$ cat config.mk
export PLATFORM = sky130hd
export DESIGN_NAME = camera_block_stream_parser
export DESIGN_NICKNAME = d
export VERILOG_FILES = /design/src/rtl/core/cbsp_pkg.sv /design/src/rtl/core/cbsp_front.sv /design/src/rtl/core/cbsp_queue.sv /design/src/rtl/core/cbsp_back.sv /design/src/rtl/core/camera_block_stream_parser.sv
export VERILOG_INCLUDE_DIRS = /design/src /design/src/rtl/core
export SDC_FILE = /design/constraint.sdc
export NUM_CORES = 1
export LEC_CHECK = 0
export ABC_AREA = 1
export BUFFER_PORTS_ARGS = -buffer_cell sky130_fd_sc_hd__buf_2
export CAP_MARGIN = 20
export CORE_MARGIN = 2
export CORE_UTILIZATION = 45
export CTS_CLUSTER_DIAMETER = 200
export DETAILED_ROUTE_END_ITERATION = 10
export SYNTH_ARGS = -nofsm -noshare
export SYNTH_HDL_FRONTEND = slang
export SYNTH_SLANG_ARGS = --single-unit
$ cat constraint.sdc
create_clock -name i_clk -period 4.8 [get_ports i_clk]
set_input_delay 0.72 -clock i_clk [delete_from_list [all_inputs] [get_ports i_clk]]
set_output_delay 0.72 -clock i_clk [all_outputs]
set_load 0.01 [all_outputs]
$ cat src/rtl/core/camera_block_stream_parser_macros.svh
// Assertion helpers shared by the parser modules.
// Both expect i_clk and i_rst_n in the enclosing module.
`ifndef CAMERA_BLOCK_STREAM_PARSER_MACROS_SVH
`define CAMERA_BLOCK_STREAM_PARSER_MACROS_SVH

// Condition that must hold at every edge out of reset
`define CBSP_ASSERT_NOW(label, cond, msg) \
    label: assert property (@(posedge i_clk) disable iff (!i_rst_n) (cond)) \
        else $error(msg);

// Same-cycle implication
`define CBSP_ASSERT_IMP(label, ante, cons, msg) \
    label: assert property (@(posedge i_clk) disable iff (!i_rst_n) (ante) |-> (cons)) \
        else $error(msg);

`endif

$ cat src/rtl/core/cbsp_pkg.sv
package cbsp_pkg;

    // Register map
    localparam int CfgIdxW = 8;
    localparam logic [CfgIdxW-1:0] CFG_IDX_START_WORD   = 8'd0;
    localparam logic [CfgIdxW-1:0] CFG_IDX_SWAPPED_WORD = 8'd1;

    // Register reset values
    localparam logic [15:0] START_WORD_RESET   = 16'haa55;
    localparam logic [15:0] SWAPPED_WORD_RESET = 16'h55aa;

    // Previous-word seed at the start of a hunt
    localparam logic [15:0] HUNT_SEED = 16'h00ff;

    // Depth of the word queue between front and back
    localparam int QUEUE_DEPTH = 2;

    // Result kinds
    localparam logic KIND_BLOCK     = 1'b0;
    localparam logic KIND_FRAME_END = 1'b1;

    // One byte as seen by the back end, paired with the byte before it
    typedef struct packed {
        logic [15:0] word;
        logic        eq_start;
        logic        eq_swapped;
        logic        is_zero;
    } t_word_item;

    // One result item
    typedef struct packed {
        logic        kind;
        logic [15:0] signature;
        logic [15:0] x_pos;
        logic [15:0] y_pos;
        logic [15:0] obj_width;
        logic [15:0] obj_height;
    } t_result;

endpackage

$ cat src/rtl/core/cbsp_front.sv
module cbsp_front (
    input  logic                  i_clk,
    input  logic                  i_rst_n,
    input  logic                  i_in_valid,
    output logic                  o_in_ready,
    input  logic [7:0]            i_rx_byte,
    input  logic [15:0]           i_start_word,
    input  logic [15:0]           i_swapped_start_word,
    input  logic                  i_queue_ready,
    output logic                  o_push,
    output cbsp_pkg::t_word_item  o_item
);

    logic [7:0]  r_prev_byte;
    logic [15:0] cand_word;

    // Accept whenever the queue has room
    assign o_in_ready = i_queue_ready;
    assign o_push     = i_in_valid & i_queue_ready;

    // Candidate word: previous byte high, this byte low.
    // The back end only uses it on a low-byte item, whose high byte is
    // always the item just before it.
    assign cand_word = {r_prev_byte, i_rx_byte};

    // Classify against the sync words
    always_comb begin
        o_item.word       = cand_word;
        o_item.eq_start   = (cand_word == i_start_word);
        o_item.eq_swapped = (cand_word == i_swapped_start_word);
        o_item.is_zero    = (cand_word == 16'h0000);
    end

    // Previous byte
    always_ff @(posedge i_clk) begin
        if (!i_rst_n) begin
            r_prev_byte <= '0;
        end else if (o_push) begin
            r_prev_byte <= i_rx_byte;
        end
    end

endmodule

$ cat src/rtl/core/cbsp_queue.sv
`include "camera_block_stream_parser_macros.svh"

module cbsp_queue #(
    parameter int DEPTH = cbsp_pkg::QUEUE_DEPTH
) (
    input  logic                  i_clk,
    input  logic                  i_rst_n,
    input  logic                  i_push,
    input  cbsp_pkg::t_word_item  i_item,
    output logic                  o_ready,
    output logic                  o_valid,
    output cbsp_pkg::t_word_item  o_item,
    input  logic                  i_pop
);

    localparam int PtrW = (DEPTH > 1) ? $clog2(DEPTH) : 1;
    localparam int CntW = $clog2(DEPTH + 1);
    localparam logic [PtrW-1:0] LastPtr = PtrW'(DEPTH - 1);
    localparam logic [CntW-1:0] FullCnt = CntW'(DEPTH);

    cbsp_pkg::t_word_item r_slots [DEPTH];
    logic [PtrW-1:0] r_wr_ptr, n_wr_ptr;
    logic [PtrW-1:0] r_rd_ptr, n_rd_ptr;
    logic [CntW-1:0] r_count, n_count;

    assign o_ready = (r_count != FullCnt);
    assign o_valid = (r_count != '0);
    assign o_item  = r_slots[r_rd_ptr];

    // Pointer and fill count update
    always_comb begin
        n_wr_ptr = r_wr_ptr;
        n_rd_ptr = r_rd_ptr;
        n_count  = r_count;
        if (i_push) begin
            n_wr_ptr = (r_wr_ptr == LastPtr) ? '0 : r_wr_ptr + 1'b1;
        end
        if (i_pop) begin
            n_rd_ptr = (r_rd_ptr == LastPtr) ? '0 : r_rd_ptr + 1'b1;
        end
        case ({i_push, i_pop})
            2'b10:   n_count = r_count + 1'b1;
            2'b01:   n_count = r_count - 1'b1;
            default: n_count = r_count;
        endcase
    end

    always_ff @(posedge i_clk) begin
        if (!i_rst_n) begin
            r_wr_ptr <= '0;
            r_rd_ptr <= '0;
            r_count  <= '0;
        end else begin
            r_wr_ptr <= n_wr_ptr;
            r_rd_ptr <= n_rd_ptr;
            r_count  <= n_count;
        end
    end

    // Slot storage, payload only
    always_ff @(posedge i_clk) begin
        if (i_push) begin
            r_slots[r_wr_ptr] <= i_item;
        end
    end

    `CBSP_ASSERT_IMP(a_no_push_full, i_push, o_ready, "push into full queue")
    `CBSP_ASSERT_IMP(a_no_pop_empty, i_pop, o_valid, "pop from empty queue")
    `CBSP_ASSERT_NOW(a_count_bound, r_count <= FullCnt, "queue count beyond depth")

endmodule

$ cat src/rtl/core/cbsp_back.sv
`include "camera_block_stream_parser_macros.svh"

module cbsp_back (
    input  logic                  i_clk,
    input  logic                  i_rst_n,
    input  logic                  i_valid,
    input  cbsp_pkg::t_word_item  i_item,
    output logic                  o_pop,
    input  logic [15:0]           i_start_word,
    output logic                  o_out_valid,
    input  logic                  i_out_ready,
    output cbsp_pkg::t_result     o_result
);

    localparam logic [2:0] LastHeldIdx = 3'd4;

    typedef enum logic [1:0] {
        MODE_HUNT,
        MODE_CHECKSUM,
        MODE_DATA,
        MODE_TRAILER
    } t_mode;

    t_mode        r_mode, n_mode;
    logic         r_phase, n_phase;
    logic         r_drop, n_drop;
    logic [15:0]  r_prev_word, n_prev_word;
    logic [2:0]   r_word_index, n_word_index;
    logic [18:0]  r_running_sum, n_running_sum;
    logic [15:0]  r_expected_sum, n_expected_sum;
    logic [15:0]  r_block_words [4];
    logic [15:0]  n_block_words [4];
    logic         r_out_valid, n_out_valid;
    cbsp_pkg::t_result r_result, n_result;

    logic [18:0]  sum_next;
    logic         frame_end;
    logic         block_ok;

    // Take an item when the output register is free or being drained
    assign o_pop       = i_valid & (~r_out_valid | i_out_ready);
    assign o_out_valid = r_out_valid;
    assign o_result    = r_result;
    assign sum_next    = r_running_sum + 19'(i_item.word);

    // Parser next state
    always_comb begin
        n_mode         = r_mode;
        n_phase        = r_phase;
        n_drop         = r_drop;
        n_prev_word    = r_prev_word;
        n_word_index   = r_word_index;
        n_running_sum  = r_running_sum;
        n_expected_sum = r_expected_sum;
        n_block_words  = r_block_words;
        frame_end      = 1'b0;
        block_ok       = 1'b0;

        if (o_pop) begin
            if (r_drop) begin
                n_drop = 1'b0;
            end else if (!r_phase) begin
                n_phase = 1'b1;
            end else begin
                n_phase = 1'b0;
                unique case (r_mode)
                    MODE_HUNT: begin
                        if (i_item.is_zero && r_prev_word == 16'h0000) begin
                            n_prev_word = cbsp_pkg::HUNT_SEED;
                        end else if (i_item.eq_start && r_prev_word == i_start_word) begin
                            n_mode      = MODE_CHECKSUM;
                            n_prev_word = cbsp_pkg::HUNT_SEED;
                        end else begin
                            if (i_item.eq_swapped) begin
                                n_drop = 1'b1;
                            end
                            n_prev_word = i_item.word;
                        end
                    end
                    MODE_CHECKSUM: begin
                        if (i_item.eq_start) begin
                            frame_end = 1'b1;
                        end else if (i_item.is_zero) begin
                            frame_end   = 1'b1;
                            n_mode      = MODE_HUNT;
                            n_prev_word = cbsp_pkg::HUNT_SEED;
                        end else begin
                            n_expected_sum = i_item.word;
                            n_running_sum  = '0;
                            n_word_index   = '0;
                            n_mode         = MODE_DATA;
                        end
                    end
                    MODE_DATA: begin
                        n_running_sum = sum_next;
                        if (r_word_index != LastHeldIdx) begin
                            n_block_words[r_word_index[1:0]] = i_item.word;
                            n_word_index = r_word_index + 1'b1;
                        end else begin
                            n_word_index = '0;
                            n_mode       = MODE_TRAILER;
                            block_ok     = (sum_next == {3'b000, r_expected_sum});
                        end
                    end
                    MODE_TRAILER: begin
                        if (i_item.eq_start) begin
                            n_mode = MODE_CHECKSUM;
                        end else begin
                            frame_end   = 1'b1;
                            n_mode      = MODE_HUNT;
                            n_prev_word = cbsp_pkg::HUNT_SEED;
                        end
                    end
                    default: n_mode = MODE_HUNT;
                endcase
            end
        end
    end

    // Output register
    always_comb begin
        n_out_valid = r_out_valid & ~i_out_ready;
        n_result    = r_result;
        if (frame_end) begin
            n_out_valid         = 1'b1;
            n_result.kind       = cbsp_pkg::KIND_FRAME_END;
            n_result.signature  = '0;
            n_result.x_pos      = '0;
            n_result.y_pos      = '0;
            n_result.obj_width  = '0;
            n_result.obj_height = '0;
        end else if (block_ok) begin
            n_out_valid         = 1'b1;
            n_result.kind       = cbsp_pkg::KIND_BLOCK;
            n_result.signature  = r_block_words[0];
            n_result.x_pos      = r_block_words[1];
            n_result.y_pos      = r_block_words[2];
            n_result.obj_width  = r_block_words[3];
            n_result.obj_height = i_item.word;
        end
    end

    // State and registered outputs
    always_ff @(posedge i_clk) begin
        if (!i_rst_n) begin
            r_mode       <= MODE_HUNT;
            r_phase      <= 1'b0;
            r_drop       <= 1'b0;
            r_prev_word  <= cbsp_pkg::HUNT_SEED;
            r_word_index <= '0;
            r_out_valid  <= 1'b0;
        end else begin
            r_mode       <= n_mode;
            r_phase      <= n_phase;
            r_drop       <= n_drop;
            r_prev_word  <= n_prev_word;
            r_word_index <= n_word_index;
            r_out_valid  <= n_out_valid;
        end
        r_running_sum  <= n_running_sum;
        r_expected_sum <= n_expected_sum;
        r_block_words  <= n_block_words;
        r_result       <= n_result;
    end

    `CBSP_ASSERT_IMP(a_drop_at_boundary, r_drop, !r_phase, "byte drop pending mid-word")
    `CBSP_ASSERT_NOW(a_index_bound, r_word_index <= LastHeldIdx, "word index out of range")
    `CBSP_ASSERT_IMP(a_index_idle, r_mode != MODE_DATA, r_word_index == 3'd0,
        "word index left nonzero outside data mode")

endmodule

$ cat src/rtl/core/camera_block_stream_parser.sv
// Camera block stream parser. Takes one received byte per item on the input
// channel, pairs bytes into big-endian words, hunts for two start words and
// then decodes blocks of checksum, signature, x, y, width and height; a block
// whose 19-bit sum matches its checksum is delivered with kind 0, and a frame
// end (start word or zero in the checksum slot, or no start word after a
// block) is delivered with kind 1 and zeroed fields. A byte item is accepted
// every cycle while the queue has room: the byte front end classifies it
// against the sync words and writes it into a QUEUE_DEPTH-entry queue, and
// the parser back end retires one queued byte per cycle into a single output
// register; the last byte of a result is registered in the queue and then in
// the output register. The back end stalls only while a result waits on the
// output; the queue then absorbs incoming bytes until it is full. The sync
// words are written through the configuration channel (index 0 start word,
// index 1 swapped start word, other indexes ignored), which is always ready.
module camera_block_stream_parser #(
    parameter int QUEUE_DEPTH = cbsp_pkg::QUEUE_DEPTH
) (
    input  logic                          i_clk,
    input  logic                          i_rst_n,
    // Byte input
    input  logic                          i_in_valid,
    output logic                          o_in_ready,
    input  logic [7:0]                    i_rx_byte,
    // Result output
    output logic                          o_out_valid,
    input  logic                          i_out_ready,
    output logic                          o_kind,
    output logic [15:0]                   o_signature,
    output logic [15:0]                   o_x_pos,
    output logic [15:0]                   o_y_pos,
    output logic [15:0]                   o_obj_width,
    output logic [15:0]                   o_obj_height,
    // Configuration writes
    input  logic                          i_cfg_valid,
    output logic                          o_cfg_ready,
    input  logic [cbsp_pkg::CfgIdxW-1:0]  i_cfg_index,
    input  logic [15:0]                   i_cfg_data
);

    logic [15:0] r_start_word;
    logic [15:0] r_swapped_start_word;

    logic                 queue_ready;
    logic                 push;
    cbsp_pkg::t_word_item front_item;
    logic                 queue_valid;
    cbsp_pkg::t_word_item queue_item;
    logic                 pop;
    cbsp_pkg::t_result    result;

    // Configuration registers
    assign o_cfg_ready = 1'b1;

    always_ff @(posedge i_clk) begin
        if (!i_rst_n) begin
            r_start_word         <= cbsp_pkg::START_WORD_RESET;
            r_swapped_start_word <= cbsp_pkg::SWAPPED_WORD_RESET;
        end else if (i_cfg_valid) begin
            case (i_cfg_index)
                cbsp_pkg::CFG_IDX_START_WORD:   r_start_word         <= i_cfg_data;
                cbsp_pkg::CFG_IDX_SWAPPED_WORD: r_swapped_start_word <= i_cfg_data;
                default: ;
            endcase
        end
    end

    cbsp_front u_front (
        .i_clk                (i_clk),
        .i_rst_n              (i_rst_n),
        .i_in_valid           (i_in_valid),
        .o_in_ready           (o_in_ready),
        .i_rx_byte            (i_rx_byte),
        .i_start_word         (r_start_word),
        .i_swapped_start_word (r_swapped_start_word),
        .i_queue_ready        (queue_ready),
        .o_push               (push),
        .o_item               (front_item)
    );

    cbsp_queue #(
        .DEPTH (QUEUE_DEPTH)
    ) u_queue (
        .i_clk   (i_clk),
        .i_rst_n (i_rst_n),
        .i_push  (push),
        .i_item  (front_item),
        .o_ready (queue_ready),
        .o_valid (queue_valid),
        .o_item  (queue_item),
        .i_pop   (pop)
    );

    cbsp_back u_back (
        .i_clk        (i_clk),
        .i_rst_n      (i_rst_n),
        .i_valid      (queue_valid),
        .i_item       (queue_item),
        .o_pop        (pop),
        .i_start_word (r_start_word),
        .o_out_valid  (o_out_valid),
        .i_out_ready  (i_out_ready),
        .o_result     (result)
    );

    assign o_kind       = result.kind;
    assign o_signature  = result.signature;
    assign o_x_pos      = result.x_pos;
    assign o_y_pos      = result.y_pos;
    assign o_obj_width  = result.obj_width;
    assign o_obj_height = result.obj_height;

endmodule
Word level (Yosys, flattened, before mapping)
Memories as Yosys holds them, arrays and structs flattened. A register that Yosys moved wholly into a read port is not among the register bits.
Index checks and enable logic that the tools add are counted.
{"block": "op_classes", "n_addsub": 6, "n_mul": 0, "n_div": 0, "magnitude_cmp": 2, "eq_ne": 19, "n_shift": 0, "n_mux": 51, "bitwise_logic": 10, "reduce_logical": 19}
{"cell": "$mux 16", "count": 6}
{"cell": "$bwmux 64", "count": 1}
{"cell": "$eq 16x16->1", "count": 3}
{"cell": "$pmux 16 s3", "count": 1}
{"cell": "$mux 19", "count": 2}
{"cell": "$pmux 19 s2", "count": 1}
{"cell": "$demux 16 s2", "count": 1}
{"cell": "$logic_not 16->1", "count": 2}
{"cell": "$mux 1", "count": 27}
{"cell": "$add 19x16->19", "count": 1}
{"cell": "$eq 19x16->1", "count": 1}
{"cell": "$reduce_and 7->1", "count": 2}
{"cell": "$ne 2x2->1 const B", "count": 6}
{"cell": "$reduce_and 6->1", "count": 2}
{"cell": "$mux 2", "count": 5}
{"cell": "$mux 3", "count": 3}
{"cell": "$eq 8x1->1 const B", "count": 1}
{"cell": "$logic_not 8->1", "count": 1}
{"cell": "$pmux 2 s4", "count": 1}
{"cell": "$eq 2x2->1 const B", "count": 3}
{"cell": "$pmux 3 s2", "count": 1}
{"cell": "$reduce_and 2->1", "count": 3}
{"cell": "$reduce_bool 2->1", "count": 3}
{"cell": "$not 1->1", "count": 5}
{"cell": "other kinds (18)", "count": 25}
{"block": "totals", "reg_bits": 248, "latchBits": 0, "ramBits": 38, "mem_bits_ro": 0, "inputBits": 37, "out_inout_bits": 84, "word_cells": 132, "memories": 1}
{"memory": "u_queue.r_slots", "depth": 2, "width": 19, "read_ports": 1, "rd_ports_with_merged_regs": 1, "wr": 1, "line": "cbsp_queue.sv:21", "text": "cbsp_pkg::t_word_item r_slots [DEPTH];"}

Depth between registers and ports, before layout
{"block": "depth", "word_depth": 9, "mapped_depth": 26}

Cells and area by module
Synthesis repeated with hierarchy kept, for this count alone.
{"block": "hier_totals", "hier_cells": 1640, "area_unflattened_um2": 13636.8}
{"module": "cbsp_back", "instances": 1, "cells_per_inst": 1218, "area_per_inst_um2": 9778.1, "seq_area_each_um2": 5074.9}
{"module": "cbsp_queue", "instances": 1, "cells_per_inst": 93, "area_per_inst_um2": 1649.1, "seq_area_each_um2": 1241.2}
{"module": "camera_block_stream_parser", "instances": 1, "cells_per_inst": 186, "area_per_inst_um2": 1362.6, "seq_area_each_um2": 640.6}
{"module": "cbsp_front", "instances": 1, "cells_per_inst": 143, "area_per_inst_um2": 847.1, "seq_area_each_um2": 160.2}

Least setup slack after synthesis
OpenSTA, ideal clock, no wires.
{"block": "synth_path", "path_kind": "flip-flop to flip-flop", "startpoint": "register (tool-made name)", "endpoint": "register u_back.r_result, in the netlist u_back.o_result[10]", "arrival_time_ns": 3.174, "t_required_ns": 4.687, "path_slack_ns": 1.514, "path_stages_with_launch": 25, "period_less_slack_ns": 3.286, "path_cell_list": "dfxtp_1 > buf_2 > clkbuf_1 > o21ai_0 > inv_1 > ha_1 > inv_1 > fa_1 > inv_1 > nand2_1 > nand2_1 > nand3_1 > nand2_1 > nand2_1 > nand2_1 > nand2_1 > nand3_1 > nand2_1 > nor2_2 > nand2_1 > nor2_2 > buf_2 > nand3_1 > nand2_1 > nor2_1"}
{"element": "end signal, assigned", "line": "cbsp_back.sv:163", "text": "r_result <= n_result;"}
{"element": "end, declared", "line": "cbsp_back.sv:34", "text": "cbsp_pkg::t_result r_result, n_result;"}

==> impl_metrics.csv <==
group,metric,value,unit
timing,finalSetupViolations,0,
final_layout,final_nets,1778,
worst_setup_path,critical_path.top_delay_family,"simple AND/OR/NAND/NOR gates",
grt,overflow,0,
timing,hold_slack,0.433,ns
run,maxCapViolCount,0,
timing,max_freq,237,MHz
timing,fin_crit,4.23,ns
worst_setup_path,critPathSlowestCell,"o21ai_0",
timing,layout_worst_path_cycle_share,0.880,
clock_tree,hold_buffers,0,
drt,wire_per_inst,16.2,um
place,dp_hpwl,24400,um
clock_tree,cts-buffers-inserted,34,
worst_hold_path,whs_path_depth,3,
worst_setup_path,critPathMaxStageDelay,0.66,ns
logic_synthesis,synthTopCellsByCount,"327 x nand2_1, 253 x nor2_1, 210 x inv_1, 182 x nand3_1, 150 x dfxtp_1",
drt,initialDrtViolationCount,789,
power,p_total,7.08,mW
clock_tree,htree_levels,2,
final_layout,antenna_cells,0,
timing,rsz0062_at_grt,"false",
floorplan,die_height,175,um
logic_synthesis,synthTopCellsByArea,"edfxtp_1 31%, dfxtp_1 23%, nand2_1 9.3%",
logic_synthesis,mappedNetlistNets,1642,
place,port_buffers,119,
timing,drv_slew,0,
clock_tree,cts-root-buf,"clkbuf_16",
clock_tree,cts_setup_buffers,0,
final_layout,syn2layout_area_growth,16.3,%
timing,hold_viol,0,
power,p_per_area,464,nW/um2
logic_synthesis,synthCells,1583,
place,dpl_cell_area,14200,um2
floorplan,die_w,175,um
final_layout,drive_gt1_frac,0.140,
clock_tree,cts_tree,"built",
final_layout,fin_cells,2128,
clock_tree,clk_pin_slew_worst_paths,0.06,ns
status,status,"complete, no violations",
worst_setup_path,regToRegSetupSlack,0.57,ns
drt,drc_errors,0,
timing,slew_headroom,0.364,
grt,globalRouteTotalUtil,0.224,
logic_synthesis,async_reset_ff_frac,0,
drt,ant_nets,0,
grt,grt_first_pass_wirelength,53500,um
clock_tree,cts_resized,0,
logic_synthesis,synth_top_cell_area_share,0.313,
timing,layout_setup_ws,0.574,ns
final_layout,fin_area,15300,um2
power,ir_worst_vdd,0.000250,V
worst_setup_path,r2r-end,"u_back.o_result[44]",
place,post-place-ws,0.590,ns
power,leakagePower,7.36,nW
worst_hold_path,hold_class,"in -> reg",
floorplan,fp.coreArea,28700,um2
drt,totalWireLength,34500,um
clock_tree,clk_path_buf_depth,3,
worst_setup_path,endpoint_kind,"flop",
floorplan,rows,62,
final_layout,fillers,2688,
logic_synthesis,synth-edff-count,137,
worst_setup_path,path_cells,"buf_4 > o21ai_0 > inv_1 > ha_1 > nand2_1 > inv_1 > nand2_1 > nand2_1 > a21oi_1 > nand3_1 > nand3_1 > nand2_1 > nor2_2 > nand3_2 > nor2_8 > buf_12 > nor2_1 > nor2_1",
timing,worstMarginPinSlew,0.954,ns
floorplan,initial_core_util,0.458,
clock_tree,cts.sinks,287,
worst_setup_path,crit_top_cell,"nand2_1",
worst_hold_path,hold-path-endpoint,"r_start_word[2]",
floorplan,ios,121,
logic_synthesis,avgSynthCellArea,8.30,um2
drt,routed_via_density,5.03,
grt,grt_pass1_vias,9837,
final_layout,final_core_util,0.532,
drt,vias,10700,
clock_tree,clkLatencyLatePin,0.51,ns
worst_setup_path,critPathRequiredTime,5.24,ns
logic_synthesis,synth_flop_cell,"dfxtp_1",
floorplan,die-area,30600,um2
worst_setup_path,critPathBufInv,4,
worst_hold_path,min_from,"i_cfg_data[2]",
grt,grt_max_degree,83,
logic_synthesis,yosysTopAreaCell,"edfxtp_1",
place,globalplace.congestion,0.925,
logic_synthesis,synthesis.area,13100,um2
grt,antenna_found_initial,0,
worst_setup_path,start_kind,"flop",
logic_synthesis,ys_seq_area_frac,0.542,
drt,drtPass1Iterations,5,
logic_synthesis,yosysMostFrequentCell,"nand2_1",
worst_setup_path,cp_max_fo,24,
timing,fin_tns_setup,0,ns
logic_synthesis,yosysUniqueCellTypes,39,
logic_synthesis,ys_ff_latch,287,
worst_setup_path,arrival,4.67,ns
place,dp.cells,2067,
logic_synthesis,ys.warnings.count,0,
worst_setup_path,reg2reg_depth,18,
worst_setup_path,critical_path_class,"reg -> reg",
timing,worst_clock_skew,0.0208,ns
layout by cell type, fill, tap and decap left out, types with 2 or more instances in the layout:
cell type,netlist,layout
nand3b_1,4,4
or2_2,6,6
clkinv_1,2,6
buf_2,20,119
buf_12,0,3
a21oi_1,47,47
clkbuf_16,0,35
mux2i_1,2,2
nor2_2,16,16
nand3_1,182,182
nor3_1,13,13
nand4_1,17,17
edfxtp_1,137,137
a211oi_1,3,3
clkbuf_8,0,5
nor2_4,2,2
clkbuf_1,28,9
o211ai_1,6,6
nor2_1,253,253
nand2_1,327,327
or4_1,2,2
nand2_2,6,6
nand3_2,4,4
clkinv_2,0,5
nor4_1,12,11
buf_4,1,35
dfxtp_1,150,150
xor2_1,8,8
ha_1,21,21
inv_1,210,210
o21ai_0,55,55
xnor2_1,32,32
inv_6,0,2
kinds of logic (layout without fill, tap and decap cells):
| family | count (synthesis) | count (layout) | share of synthesized area |
|---|---|---|---|
| multiplexers | 2 | 2 | 0.00152 |
| flip-flops | 287 | 287 | 0.542 |
| AND/OR/NAND/NOR | 846 | 846 | 0.277 |
| adder cells (fa/ha/maj) | 22 | 22 | 0.0215 |
| AO/OA/AOI/OAI | 115 | 115 | 0.0468 |
| XOR/XNOR | 40 | 40 | 0.0267 |
| other | 1 | 1 | 0.000285 |
| buffers and inverters | 270 | 431 | 0.0842 |
flip-flops by register name, summed over array words and instances, names as in the netlist, named ones only:
| register | cells |
|---|---|
| u_front.r_prev_byte | 8 |
| u_back.o_out_valid | 1 |
| u_back.r_word_index | 3 |
| u_back.r_running_sum | 19 |
| u_back.r_phase | 1 |
| u_back.r_mode | 1 |
| u_back.o_result | 81 |
| u_queue.r_slots | 38 |
| u_queue.r_count | 2 |
| u_back.r_prev_word | 16 |
| u_back.r_drop | 1 |
| u_queue.r_wr_ptr | 1 |
| r_start_word | 16 |
| u_queue.r_rd_ptr | 1 |
| r_swapped_start_word | 16 |
| u_back.r_block_words | 64 |
| u_back.r_expected_sum | 16 |
power breakdown:
group | total (mW) | internal [mW] | leakage [nW] | switching, mW
registers | 2.89 | 2.79 | 2.50 | 0.103
clock network | 2.41 | 1.42 | 0.513 | 0.994
logic | 1.78 | 0.526 | 4.34 | 1.25
total | 7.08 | 4.73 | 7.36 | 2.35
tightest hold or removal path, delay by kind of cell:
kind	cells	cell delay [ns]
and+or+nand+nor	2	0.09
buffers and inverters	1	0.08
per-layer routing:
layer | vias up | share of wire | GRT usage
li1 | 5367 | - | -
met1 | 4895 | 0.44 | 0.300
met2 | 362 | 0.45 | 0.361
met3 | 84 | 0.065 | 0.0333
met4 | 0 | 0.041 | 0.0969
met5 | - | 0 | 0
worst max path at each step:
stage / cells past startpoint / end / slack (ns) / startpoint
finish: 18 / u_back.o_result[44] / 0.57 / flop
global route: 22 / u_back.o_result[46] / 0.21 / flop
CTS: 18 / u_back.o_result[44] / 0.55 / flop
detailed placement: 18 / u_back.o_result[44] / 0.59 / flop
global placement: 18 / u_back.o_result[13] / 0.67 / flop
floorplan: 24 / u_back.o_result[10] / 1.51 / flop
cell type report:
type,instances,area [um2],area share
Tap cell,384,480,0.0314
Clock inverter,12,65.1,0.00426
Timing Repair Buffer,157,918,0.0601
Sequential cell,287,7120,0.466
Clock buffer,49,978,0.0640
Inverter,213,800,0.0523
Multi-Input combinational cell,1026,4920,0.322
Power figures use the tool's default switching activity.
